==> config.mk <==
export PLATFORM = sky130hd
export DESIGN_NAME = text_visible_escape_line_numberer_unit
export DESIGN_NICKNAME = d
export VERILOG_FILES = /design/src/rtl/tvelnu_pkg.sv /design/src/rtl/tvelnu_cfg_regs.sv /design/src/rtl/tvelnu_line_state.sv /design/src/rtl/tvelnu_emitter.sv /design/src/rtl/text_visible_escape_line_numberer_unit.sv
export SDC_FILE = /design/constraint.sdc
export NUM_CORES = 1
export LEC_CHECK = 0
export ABC_AREA = 1
export BUFFER_PORTS_ARGS = -buffer_cell sky130_fd_sc_hd__buf_2
export CORE_ASPECT_RATIO = 1.1
export CORE_UTILIZATION = 34
export CTS_BUF_LIST = sky130_fd_sc_hd__clkbuf_4 sky130_fd_sc_hd__clkbuf_8
export CTS_CLUSTER_DIAMETER = 100
export CTS_CLUSTER_SIZE = 40
export DETAILED_ROUTE_END_ITERATION = 7
export GPL_TIMING_DRIVEN = 0
export RECOVER_POWER = 50
export SYNTH_ARGS = -nofsm -noshare
export SYNTH_HDL_FRONTEND = slang
export SYNTH_SLANG_ARGS = --single-unit
==> constraint.sdc <==
create_clock -name clk -period 7.7 [get_ports clk]
set_input_delay 0 -clock clk [delete_from_list [all_inputs] [get_ports clk]]
set_output_delay 0 -clock clk [all_outputs]
set_load 0.05 [all_outputs]
==> src/rtl/tvelnu_pkg.sv <==
// shared types and constants for the visible escape and line numbering unit
package tvelnu_pkg;

    localparam int NUM_DIGITS = 6;
    localparam int BCD_W      = 4 * NUM_DIGITS;
    localparam int BODY_MAX   = 4;
    localparam int MAX_OUT    = NUM_DIGITS + 1 + BODY_MAX;
    localparam int CNT_W      = $clog2(MAX_OUT + 1);
    localparam int BLEN_W     = $clog2(BODY_MAX + 1);
    localparam int CFG_IDX_W  = 3;

    localparam logic [CFG_IDX_W-1:0] REG_NUMBER_ALL      = 3'd0;
    localparam logic [CFG_IDX_W-1:0] REG_NUMBER_NONBLANK = 3'd1;
    localparam logic [CFG_IDX_W-1:0] REG_SQUEEZE_BLANK   = 3'd2;
    localparam logic [CFG_IDX_W-1:0] REG_SHOW_ENDS       = 3'd3;
    localparam logic [CFG_IDX_W-1:0] REG_SHOW_TABS       = 3'd4;
    localparam logic [CFG_IDX_W-1:0] REG_SHOW_NONPRINT   = 3'd5;

    localparam logic [7:0] CH_TAB     = 8'd9;
    localparam logic [7:0] CH_NEWLINE = 8'd10;
    localparam logic [7:0] CH_SPACE   = 8'd32;
    localparam logic [7:0] CH_DOLLAR  = 8'd36;
    localparam logic [7:0] CH_MINUS   = 8'd45;
    localparam logic [7:0] CH_ZERO    = 8'd48;
    localparam logic [7:0] CH_QUEST   = 8'd63;
    localparam logic [7:0] CH_UPPER_I = 8'd73;
    localparam logic [7:0] CH_UPPER_M = 8'd77;
    localparam logic [7:0] CH_CARET   = 8'd94;
    localparam logic [7:0] CH_DEL     = 8'd127;

    typedef struct packed {
        logic number_all;
        logic number_nonblank;
        logic squeeze_blank;
        logic show_ends;
        logic show_tabs;
        logic show_nonprint;
    } cfg_t;

    typedef logic [MAX_OUT-1:0][7:0] byte_seq_t;

    typedef struct packed {
        byte_seq_t        bytes;
        logic [CNT_W-1:0] count;
    } job_t;

endpackage

==> src/rtl/tvelnu_cfg_regs.sv <==
// configuration register file
module tvelnu_cfg_regs (
    input  logic                           clk,
    input  logic                           rst_n,
    input  logic                           cfg_valid,
    output logic                           cfg_ready,
    input  logic [tvelnu_pkg::CFG_IDX_W-1:0] cfg_index,
    input  logic                           cfg_data,
    output tvelnu_pkg::cfg_t               cfg
);

    tvelnu_pkg::cfg_t cfg_reg;
    tvelnu_pkg::cfg_t cfg_next;

    assign cfg_ready = 1'b1;
    assign cfg       = cfg_reg;

    always_comb
    begin
        cfg_next = cfg_reg;
        if (cfg_valid)
        begin
            case (cfg_index)
                tvelnu_pkg::REG_NUMBER_ALL:      cfg_next.number_all      = cfg_data;
                tvelnu_pkg::REG_NUMBER_NONBLANK: cfg_next.number_nonblank = cfg_data;
                tvelnu_pkg::REG_SQUEEZE_BLANK:   cfg_next.squeeze_blank   = cfg_data;
                tvelnu_pkg::REG_SHOW_ENDS:       cfg_next.show_ends       = cfg_data;
                tvelnu_pkg::REG_SHOW_TABS:       cfg_next.show_tabs       = cfg_data;
                tvelnu_pkg::REG_SHOW_NONPRINT:   cfg_next.show_nonprint   = cfg_data;
                default:                         cfg_next = cfg_reg;
            endcase
        end
    end

    always_ff @(posedge clk or negedge rst_n)
    begin
        if (!rst_n)
            cfg_reg <= '0;
        else
            cfg_reg <= cfg_next;
    end

endmodule

==> src/rtl/tvelnu_line_state.sv <==
// line tracking state, escape decode and output sequence assembly
module tvelnu_line_state (
    input  logic               clk,
    input  logic               rst_n,
    input  tvelnu_pkg::cfg_t   cfg,
    input  logic [7:0]         data_byte,
    input  logic               first_of_file,
    input  logic               take,
    output logic               drop,
    output tvelnu_pkg::job_t   job
);

    localparam int ND = tvelnu_pkg::NUM_DIGITS;
    localparam logic [tvelnu_pkg::BCD_W-1:0] BCD_ONE = tvelnu_pkg::BCD_W'(1);

    logic [tvelnu_pkg::BCD_W-1:0] bcd_reg, bcd_next;
    logic                         line_start_reg, line_start_next;
    logic                         prev_blank_reg, prev_blank_next;

    logic [tvelnu_pkg::BCD_W-1:0] bcd_eff, bcd_inc;
    logic                         line_start, blank, numbered;
    logic [tvelnu_pkg::BODY_MAX-1:0][7:0] body;
    logic [tvelnu_pkg::BLEN_W-1:0] body_len;
    logic [ND-1:0][7:0]           digit_ch;

    assign bcd_eff    = first_of_file ? BCD_ONE : bcd_reg;
    assign line_start = first_of_file | line_start_reg;
    assign blank      = (data_byte == tvelnu_pkg::CH_NEWLINE);
    assign drop       = line_start & cfg.squeeze_blank & blank & prev_blank_reg;
    assign numbered   = line_start & (cfg.number_nonblank ? !blank : cfg.number_all);

    // saturating bcd increment
    always_comb
    begin
        logic       all_nines;
        logic       carry;
        logic [3:0] d;
        all_nines = 1'b1;
        carry     = 1'b1;
        bcd_inc   = bcd_eff;
        for (int i = 0; i < ND; i++)
        begin
            if (bcd_eff[4*i +: 4] != 4'd9)
                all_nines = 1'b0;
        end
        for (int i = 0; i < ND; i++)
        begin
            d = bcd_eff[4*i +: 4];
            if (carry)
            begin
                if (d < 4'd9)
                begin
                    bcd_inc[4*i +: 4] = d + 4'd1;
                    carry = 1'b0;
                end
                else
                    bcd_inc[4*i +: 4] = 4'd0;
            end
        end
        if (all_nines)
            bcd_inc = bcd_eff;
    end

    // right aligned number text, leading zeros become spaces
    always_comb
    begin
        logic       leading;
        logic [3:0] d;
        leading = 1'b1;
        for (int i = ND - 1; i >= 0; i--)
        begin
            d = bcd_eff[4*i +: 4];
            if (d != 4'd0 || i == 0)
                leading = 1'b0;
            if (leading)
                digit_ch[i] = tvelnu_pkg::CH_SPACE;
            else
                digit_ch[i] = tvelnu_pkg::CH_ZERO + {4'd0, (d > 4'd9) ? 4'd9 : d};
        end
    end

    // escaped form of the byte itself
    always_comb
    begin
        body     = '0;
        body_len = tvelnu_pkg::BLEN_W'(1);
        body[0]  = data_byte;
        if (blank && cfg.show_ends)
        begin
            body[0]  = tvelnu_pkg::CH_DOLLAR;
            body[1]  = tvelnu_pkg::CH_NEWLINE;
            body_len = tvelnu_pkg::BLEN_W'(2);
        end
        else if (data_byte == tvelnu_pkg::CH_TAB && cfg.show_tabs)
        begin
            body[0]  = tvelnu_pkg::CH_CARET;
            body[1]  = tvelnu_pkg::CH_UPPER_I;
            body_len = tvelnu_pkg::BLEN_W'(2);
        end
        else if (cfg.show_nonprint && data_byte != tvelnu_pkg::CH_TAB && !blank)
        begin
            if (data_byte <= 8'd31)
            begin
                body[0]  = tvelnu_pkg::CH_CARET;
                body[1]  = data_byte + 8'd64;
                body_len = tvelnu_pkg::BLEN_W'(2);
            end
            else if (data_byte == tvelnu_pkg::CH_DEL)
            begin
                body[0]  = tvelnu_pkg::CH_CARET;
                body[1]  = tvelnu_pkg::CH_QUEST;
                body_len = tvelnu_pkg::BLEN_W'(2);
            end
            else if (data_byte >= 8'd128 && data_byte <= 8'd159)
            begin
                body[0]  = tvelnu_pkg::CH_UPPER_M;
                body[1]  = tvelnu_pkg::CH_MINUS;
                body[2]  = tvelnu_pkg::CH_CARET;
                body[3]  = data_byte - 8'd64;
                body_len = tvelnu_pkg::BLEN_W'(4);
            end
            else if (data_byte >= 8'd160 && data_byte <= 8'd254)
            begin
                body[0]  = tvelnu_pkg::CH_UPPER_M;
                body[1]  = tvelnu_pkg::CH_MINUS;
                body[2]  = data_byte - 8'd128;
                body_len = tvelnu_pkg::BLEN_W'(3);
            end
            else if (data_byte == 8'd255)
            begin
                body[0]  = tvelnu_pkg::CH_UPPER_M;
                body[1]  = tvelnu_pkg::CH_MINUS;
                body[2]  = tvelnu_pkg::CH_CARET;
                body[3]  = tvelnu_pkg::CH_QUEST;
                body_len = tvelnu_pkg::BLEN_W'(4);
            end
        end
    end

    // sequence in emission order, entry 0 goes out first
    always_comb
    begin
        job = '0;
        if (numbered)
        begin
            for (int k = 0; k < ND; k++)
                job.bytes[k] = digit_ch[ND-1-k];
            job.bytes[ND] = tvelnu_pkg::CH_TAB;
            for (int j = 0; j < tvelnu_pkg::BODY_MAX; j++)
                job.bytes[ND+1+j] = body[j];
            job.count = tvelnu_pkg::CNT_W'(ND + 1) + tvelnu_pkg::CNT_W'(body_len);
        end
        else
        begin
            for (int j = 0; j < tvelnu_pkg::BODY_MAX; j++)
                job.bytes[j] = body[j];
            job.count = tvelnu_pkg::CNT_W'(body_len);
        end
    end

    always_comb
    begin
        bcd_next        = bcd_reg;
        line_start_next = line_start_reg;
        prev_blank_next = prev_blank_reg;
        if (take)
        begin
            if (drop)
            begin
                bcd_next        = bcd_eff;
                line_start_next = 1'b1;
            end
            else
            begin
                bcd_next        = numbered ? bcd_inc : bcd_eff;
                line_start_next = blank;
                if (line_start)
                    prev_blank_next = blank;
            end
        end
    end

    always_ff @(posedge clk or negedge rst_n)
    begin
        if (!rst_n)
        begin
            bcd_reg        <= BCD_ONE;
            line_start_reg <= 1'b1;
            prev_blank_reg <= 1'b0;
        end
        else
        begin
            bcd_reg        <= bcd_next;
            line_start_reg <= line_start_next;
            prev_blank_reg <= prev_blank_next;
        end
    end

endmodule

==> src/rtl/tvelnu_emitter.sv <==
// output sequence shifter and output register
module tvelnu_emitter (
    input  logic             clk,
    input  logic             rst_n,
    input  logic             load,
    input  tvelnu_pkg::job_t job,
    output logic             load_ready,
    output logic             m_tvalid,
    input  logic             m_tready,
    output logic [7:0]       m_tdata,
    output logic             m_tlast
);

    localparam int MO = tvelnu_pkg::MAX_OUT;

    tvelnu_pkg::byte_seq_t        seq_reg, seq_next;
    logic [tvelnu_pkg::CNT_W-1:0] cnt_reg, cnt_next;
    logic                         out_valid_reg, out_valid_next;
    logic [7:0]                   out_data_reg;
    logic                         out_last_reg;
    logic                         out_adv, emit, last_byte;

    assign out_adv    = !out_valid_reg || m_tready;
    assign emit       = (cnt_reg != '0) && out_adv;
    assign last_byte  = (cnt_reg == tvelnu_pkg::CNT_W'(1));
    assign load_ready = (cnt_reg == '0) || (last_byte && out_adv);

    assign m_tvalid = out_valid_reg;
    assign m_tdata  = out_data_reg;
    assign m_tlast  = out_last_reg;

    always_comb
    begin
        seq_next       = seq_reg;
        cnt_next       = cnt_reg;
        out_valid_next = out_adv ? emit : out_valid_reg;
        if (load)
        begin
            seq_next = job.bytes;
            cnt_next = job.count;
        end
        else if (emit)
        begin
            for (int k = 0; k < MO - 1; k++)
                seq_next[k] = seq_reg[k+1];
            seq_next[MO-1] = '0;
            cnt_next = cnt_reg - tvelnu_pkg::CNT_W'(1);
        end
    end

    always_ff @(posedge clk or negedge rst_n)
    begin
        if (!rst_n)
        begin
            cnt_reg       <= '0;
            out_valid_reg <= 1'b0;
        end
        else
        begin
            cnt_reg       <= cnt_next;
            out_valid_reg <= out_valid_next;
        end
    end

    always_ff @(posedge clk)
    begin
        seq_reg <= seq_next;
        if (emit)
        begin
            out_data_reg <= seq_reg[0];
            out_last_reg <= last_byte;
        end
    end

endmodule

==> src/rtl/text_visible_escape_line_numberer_unit.sv <==
// top level of the visible escape and line numbering unit
//
// Formats a text byte stream: optional six-place line number and tab at the
// start of each line (all lines or non-blank lines only), squeezing of repeated
// blank lines, '$' before newlines, ^I for tabs, and caret / M- notation for
// control and high bytes. s_tuser marks the first byte of a file and restarts
// numbering at 1. Each input byte yields 1 to 11 output bytes (none for a
// squeezed blank line); m_tlast marks the last byte produced by one input byte.
// The output shifter sends one byte per cycle while m_tready is high, and a
// new input byte is taken only as it sends the last byte of the one before:
// plain text flows at one byte per cycle, a numbered line start adds 7 bytes,
// escapes 1 to 3. A squeezed line is consumed without using the shifter. Data
// goes through the input register, shifter and output register. Configuration
// writes are always ready and should only be made while the unit is idle.
module text_visible_escape_line_numberer_unit (
    input  logic                             clk,
    input  logic                             rst_n,
    input  logic                             s_tvalid,
    output logic                             s_tready,
    input  logic [7:0]                       s_tdata,   // data_byte
    input  logic                             s_tuser,   // first_of_file
    output logic                             m_tvalid,
    input  logic                             m_tready,
    output logic [7:0]                       m_tdata,   // out_byte
    output logic                             m_tlast,   // last_of_run
    input  logic                             cfg_valid,
    output logic                             cfg_ready,
    input  logic [tvelnu_pkg::CFG_IDX_W-1:0] cfg_index,
    input  logic                             cfg_data
);

    tvelnu_pkg::cfg_t cfg;
    tvelnu_pkg::job_t job;

    logic       in_valid_reg, in_valid_next;
    logic [7:0] in_byte_reg;
    logic       in_first_reg;
    logic       take, drop, load_ready;

    // a squeezed line is consumed without occupying the shifter
    assign take     = in_valid_reg && (drop || load_ready);
    assign s_tready = !in_valid_reg || take;

    always_comb
    begin
        in_valid_next = in_valid_reg;
        if (s_tready)
            in_valid_next = s_tvalid;
    end

    always_ff @(posedge clk or negedge rst_n)
    begin
        if (!rst_n)
            in_valid_reg <= 1'b0;
        else
            in_valid_reg <= in_valid_next;
    end

    always_ff @(posedge clk)
    begin
        if (s_tready && s_tvalid)
        begin
            in_byte_reg  <= s_tdata;
            in_first_reg <= s_tuser;
        end
    end

    tvelnu_cfg_regs u_cfg_regs (
        .clk       (clk),
        .rst_n     (rst_n),
        .cfg_valid (cfg_valid),
        .cfg_ready (cfg_ready),
        .cfg_index (cfg_index),
        .cfg_data  (cfg_data),
        .cfg       (cfg)
    );

    tvelnu_line_state u_line_state (
        .clk           (clk),
        .rst_n         (rst_n),
        .cfg           (cfg),
        .data_byte     (in_byte_reg),
        .first_of_file (in_first_reg),
        .take          (take),
        .drop          (drop),
        .job           (job)
    );

    tvelnu_emitter u_emitter (
        .clk        (clk),
        .rst_n      (rst_n),
        .load       (take && !drop),
        .job        (job),
        .load_ready (load_ready),
        .m_tvalid   (m_tvalid),
        .m_tready   (m_tready),
        .m_tdata    (m_tdata),
        .m_tlast    (m_tlast)
    );

endmodule
**Yosys cells after proc, flatten, opt, wreduce, memory -nomap -nowiden**

Index checks and enable logic that the tools add are counted.

- Flip-flop bits (word level): 144

- Bitwise logic cells: 6
- Magnitude comparators: 17
- Reductions and logical operators: 35
- Equal/unequal tests: 17
- Add/subtract/negate cells: 17
- Mux-type cells: 87

Operators with widths:

| operator | number |
|---|---|
| $mux W32 | 14 |
| $mux W88 | 2 |
| $mux W16 | 8 |
| $mux W24 | 5 |
| $mux W4 | 19 |
| $mux W56 | 1 |
| $mux W8 | 6 |
| $add A6 B4 Y7 const A | 6 |
| $mux W36 | 1 |
| $mux W30 | 1 |
| $add A4 B1 Y4 const B | 6 |
| $gt A4 B4 Y1 const B | 6 |
| $lt A4 B4 Y1 const B | 6 |
| $mux W3 | 8 |
| $ne A4 B4 Y1 const B | 6 |
| $reduce_bool A4 Y1 | 6 |
| $mux W1 | 22 |
| $eq A8 B4 Y1 const B | 2 |
| $ge A8 B8 Y1 const B | 2 |
| $le A8 B8 Y1 const B | 2 |
| $reduce_and A2 Y1 | 6 |
| $logic_and A1 B1 Y1 | 11 |
| $add A8 B7 Y8 const B | 1 |
| $eq A8 B7 Y1 const B | 1 |
| 20 further kinds | 31 |

**Logic depth before layout (Yosys ltp)**

- Depth in word-level cells: 23
- Depth in mapped cells: 18
- Mapped depth without buffers: 18

**Cells and area by module**

Synthesis repeated with hierarchy kept, for this count alone.

- Cells, all modules: 1130
- Area, all modules: 8777.2 µm²

By module, submodules not included:

| module | area each (µm²) | cells an instance | instances |
|---|---|---|---|
| tvelnu_emitter | 4371.7 | 419 | 1 |
| tvelnu_line_state | 3746.1 | 649 | 1 |
| text_visible_escape_line_numberer_unit | 341.6 | 19 | 1 |
| tvelnu_cfg_regs | 317.8 | 43 | 1 |

**Worst setup path after synthesis**

Ideal clock, no wire load.

- Kind: register to register
- Start point: reg in_byte_reg[6]
- End point: reg u_emitter.cnt_reg[3] (netlist name)
- Path buffers: 1
- Setup slack: 3.899 ns
- Period minus slack after synthesis: 3.801 ns
- Stages on the path, launching flop included: 11
- Library setup time: 0.133 ns
- Arrival time: 3.668 ns
- Path through: edfxtp_1 -> inv_1 -> ha_1 -> nand2_1 -> nor2_4 -> nand3_4 -> nand3_4 -> buf_4 -> nand2_1 -> o22ai_1 -> inv_1

- Cells in the longest elaborated chain, start to end: 12
- Elaborated cells between the ends (all ways): 37
- Classes of those cells: 1 x add/sub; 5 x order compare; 5 x eq/ne; 11 x mux; 3 x bitwise; 12 x reduce/logical

RTL lines:

| item | line | text |
|---|---|---|
| start, declared | text_visible_escape_line_numberer_unit.sv:36 | `logic [7:0] in_byte_reg;` |
| start signal, assigned | text_visible_escape_line_numberer_unit.sv:63 | `in_byte_reg <= s_tdata;` |
| $ge A8 B8 Y1, or another cell as far along | tvelnu_line_state.sv:122 | `else if (data_byte >= 8'd160 && data_byte <= 8'd254)` |
| $logic_and A1 B1 Y1 or $mux W3 (tied branches) | tvelnu_line_state.sv:122, tvelnu_line_state.sv:129 |  |
| $mux W3 | tvelnu_line_state.sv:122 |  |
| $mux W3 | tvelnu_line_state.sv:114 | `else if (data_byte >= 8'd128 && data_byte <= 8'd159)` |
| $mux W3 | tvelnu_line_state.sv:108 | `else if (data_byte == tvelnu_pkg::CH_DEL)` |
| $mux W3 | tvelnu_line_state.sv:102 | `if (data_byte <= 8'd31)` |
| $mux W3 | tvelnu_line_state.sv:100 | `else if (cfg.show_nonprint && data_byte != tvelnu_pkg::CH_TAB && !blank)` |
| $mux W3 | tvelnu_line_state.sv:94 | `else if (data_byte == tvelnu_pkg::CH_TAB && cfg.show_tabs)` |
| $mux W3 | tvelnu_line_state.sv:88 | `if (blank && cfg.show_ends)` |
| $add A3 B3 Y4 | tvelnu_line_state.sv:151 | `job.count = tvelnu_pkg::CNT_W'(ND + 1) + tvelnu_pkg::CNT_W'(body_len);` |
| $mux W36 | tvelnu_line_state.sv:144 | `if (numbered)` |
| $mux W4 | tvelnu_emitter.sv:37 | `if (load)` |
| end signal, assigned | tvelnu_emitter.sv:60 | `cnt_reg <= cnt_next;` |
| end, declared | tvelnu_emitter.sv:17 | `logic [tvelnu_pkg::CNT_W-1:0] cnt_reg, cnt_next;` |

Parallel ways exist; a longest one is shown, timed or not.
A chain may end at the register's enable or synchronous reset.

==> flow_summary.yaml <==
run_status:
  status: "finished, violations left"
  violations: "max-capacitance violations, max-slew violations"
finish:
  largest_reg_flops: 88
  layout-drive-gt1-share_pct: 10.15
  final_area_sq_mm: 0.009168
  syn_to_final_growth_pct: 12.93
  fin_util_pct: 39.60
  num-nets-final: 1080
  n_antenna_cell: 0
worst_setup_path:
  end_kind: "flop"
  critPathKind: "flop to flop"
  slowest_stage: "clkbuf_1"
  path_delay_family: "simple AND/OR/NAND/NOR gates"
  cp_max_fo: 10
  arrival_ns: 4.42
  crit_chain: "inv_1 -> ha_1 -> nand2_1 -> nor2_1 -> nand3_1 -> nand3_1 -> clkinv_1 -> clkbuf_1 -> nand2_1 -> clkbuf_1 -> o21ai_0"
  start_kind: "flop"
  cp_num_buf_inv: 4
  required_ns: 7.89
  max_stage_delay_ns: 0.55
synth:
  muxShareOfSynthArea_pct: 0
  synth_cell_types: 45
  synth_top_family_by_area: "simple AND/OR/NAND/NOR gates"
  syn_nets: 1010
  synthMostInstantiatedCell: "nand2_1"
  synth_compound_area_share_pct: 9.001
  netlist_instances: 961
  synth_ff_type: "edfxtp_1"
  yosys_warnings: 0
  synth_simple_gate_area_share_pct: 27.40
  netlist_area_sq_mm: 0.008118
  synth.yosys.seq_area_share_pct: 50.96
  yosysTopAreaCellShare_pct: 39.21
  ys_ff_latch: 144
  avgSynthCellArea_sq_um: 8.447
  yosys-top-cells-area: "edfxtp_1 (39%), nand2_1 (14%), dfrtp_1 (11%)"
  synth_edf_count: 106
  synth_xor_area_share_pct: 0.2158
  synth_common_cells: "nand2_1 (310), edfxtp_1 (106), inv_1 (101)"
  yosysTopAreaCell: "edfxtp_1"
  yosys.area_share.adder_pct: 4.778
  synthArstFlopShare_pct: 26.39
clock_tree:
  clock-sinks: 144
  cts_tree: "done"
  clk_latency_ns: 0.46
  clockBufferDepth: 2
  cts_resized: 0
  numCtsBuffers: 17
  cts_root_buffer: "clkbuf_8"
  h-tree-depth: 4
  path_clk_slew_ns: 0.09
timing:
  tightestPinTransition_ns: 2.254
  setup_viol: 0
  rsz0062_at_grt: "no"
  fin_tns_setup_ns: 0
  fin_crit_sh_pct: 54.91
  fin_ws_ns: 3.472
  final_max_slew_viol_count: 39
  relSlewSlack_pct: -50.27
  fmax_mhz: 236.5
  timing_hold_violations_final: 0
  period_needed_ns: 4.228
  fin_worst_skew_ns: 0.01144
global_route:
  grt_pass1_wl_mm: 33.38
  grt_pass1_vias: 6299
  grt_overflow: 0
  antenna_found_initial: 0
  track_usage_pct: 17.97
  grt_start_max_net_pins: 55
routing:
  drt_iter0_markers: 500
  num_vias: 6511
  via_per_inst: 4.844
  drt-total-wl_mm: 20.72
  dr.pass1.iters: 5
  routedWlPerCell_microns: 15.42
  antenna_left: 0
  drc_errors: 0
job:
  maxCapViolCount: 1
place:
  post-dp-hpwl_mm: 15.06
  dp_slack_ns: 4.824
  io_buffers: 28
  place_area_sq_mm: 0.008668
  gp_congestion: 0.9633
hold_path:
  worstHoldPathType: "input pin to flop"
floorplanning:
  die_w_microns: 149.3
  core_sq_mm: 0.02315
  core.rowCount: 58
  die_area_sq_mm: 0.02450
  die_y_microns: 164.1
  start_util_pct: 35.07
  pin_count: 30
power_and_ir_drop:
  ir_drop_mv: 0.1489
  p_leak_uw: 0.004152
  power_density_mw_per_mm2: 336.1
-- per-layer routing --
| metal | global-route usage [%] | up-vias | part of all wire, % |
|---|---|---|---|
| met4 | 6.401 | 0 | 2.0 |
| li1 | - | 3282 | - |
| met2 | 30.04 | 170 | 47 |
| met3 | 2.889 | 27 | 4.6 |
| met5 | 0 | - | 0 |
| met1 | 23.42 | 3032 | 46 |
-- path summary, 6_finish.rpt --
kind | startpoint | cells after the start | slack [ns] | to
min | s_tdata[1] | 2 | 0.24 | in_byte_reg[1]
min reg2reg | u_emitter.seq_reg[1] | 0 | 0.43 | u_emitter.m_tdata[1]
max | in_byte_reg[6] | 11 | 3.47 | u_emitter.seq_reg[79]
max reg2reg | in_byte_reg[6] | 11 | 3.47 | u_emitter.seq_reg[79]
min in group asynchronous | rst_n | 2 | 0.75 | u_line_state.bcd_reg[10]
max in group asynchronous | rst_n | 2 | 5.66 | u_line_state.bcd_reg[2]
-- area by class of cell --
| class | instances | area [sq um] |
|---|---|---|
| fill | 2349 | 13980 |
| sequential | 144 | 4136 |
| multi-input combinational | 674 | 3324 |
| inverter | 115 | 434.2 |
| tap | 300 | 375.4 |
| timing repair buffer | 51 | 369.1 |
| clock buffer | 17 | 234.0 |
| clock inverter | 15 | 148.9 |
| buffer | 28 | 145.1 |
-- worst register-to-register path, cell delays in order, from the launching register on --
cell and delay [ns]:
edfxtp_1 0.42, inv_1 0.27, ha_1 0.24, nand2_1 0.06, nor2_1 0.31, nand3_1 0.40, nand3_1 0.53, clkinv_1 0.19
clkbuf_1 0.36, nand2_1 0.45, clkbuf_1 0.55, o21ai_0 0.19
-- stage by stage --
| step | hold WS (ns) | std cells | total power (uW) |
|---|---|---|---|
| finish | 0.2439 | 1344 | 3081 |
| global route | 0.2227 | 1344 | 3299 |
| CTS | 0.2215 | 1344 | 3119 |
| detailed placement | 0.1781 | 1290 | 2516 |
| global placement | 0.1770 | 1289 | 2502 |
| floorplan | -0.2956 | 961 | 2201 |
-- power breakdown --
group          internal [uW]  switching (uW)
registers               1280             130
logic                    324             756
clock network            265             323
total                   1870            1210
-- cell families after synthesis --
kind of cell / count (synthesis)
DFF: 144
buffers and inverters: 143
other: 1
AOI/OAI and AO/OA: 130
xor gates and xnor gates: 2
adders and majority gates: 31
and+or+nand+nor: 510
-- repair_timing --
action / 4_1_cts / 5_1_grt
hold buffers: 22 / 0
buffers inserted: 0 / 0
endpoints found under the hold margin: 53 / 0
-- placed cells by master, fill, tap and decap left out, types with 3 or more instances in the layout --
| cell | n |
|---|---|
| a21oi_1 | 26 |
| a22oi_1 | 7 |
| a31oi_1 | 5 |
| buf_2 | 18 |
| buf_4 | 5 |
| clkbuf_1 | 31 |
| clkbuf_8 | 17 |
| clkinv_4 | 3 |
| dfrtp_1 | 36 |
| dlygate4sd3_1 | 22 |
| edfxtp_1 | 106 |
| ha_1 | 31 |
| inv_1 | 101 |
| inv_2 | 12 |
| inv_6 | 4 |
| inv_8 | 3 |
| nand2_1 | 311 |
| nand2_2 | 7 |
| nand2_4 | 3 |
| nand3_1 | 68 |
| nand3_2 | 6 |
| nand4_1 | 6 |
| nor2_1 | 86 |
| nor2_2 | 9 |
| nor2_4 | 5 |
| nor3_1 | 5 |
| o21ai_0 | 47 |
| o21ai_1 | 27 |
| o31ai_1 | 4 |
Power figures use the tool's default switching activity.
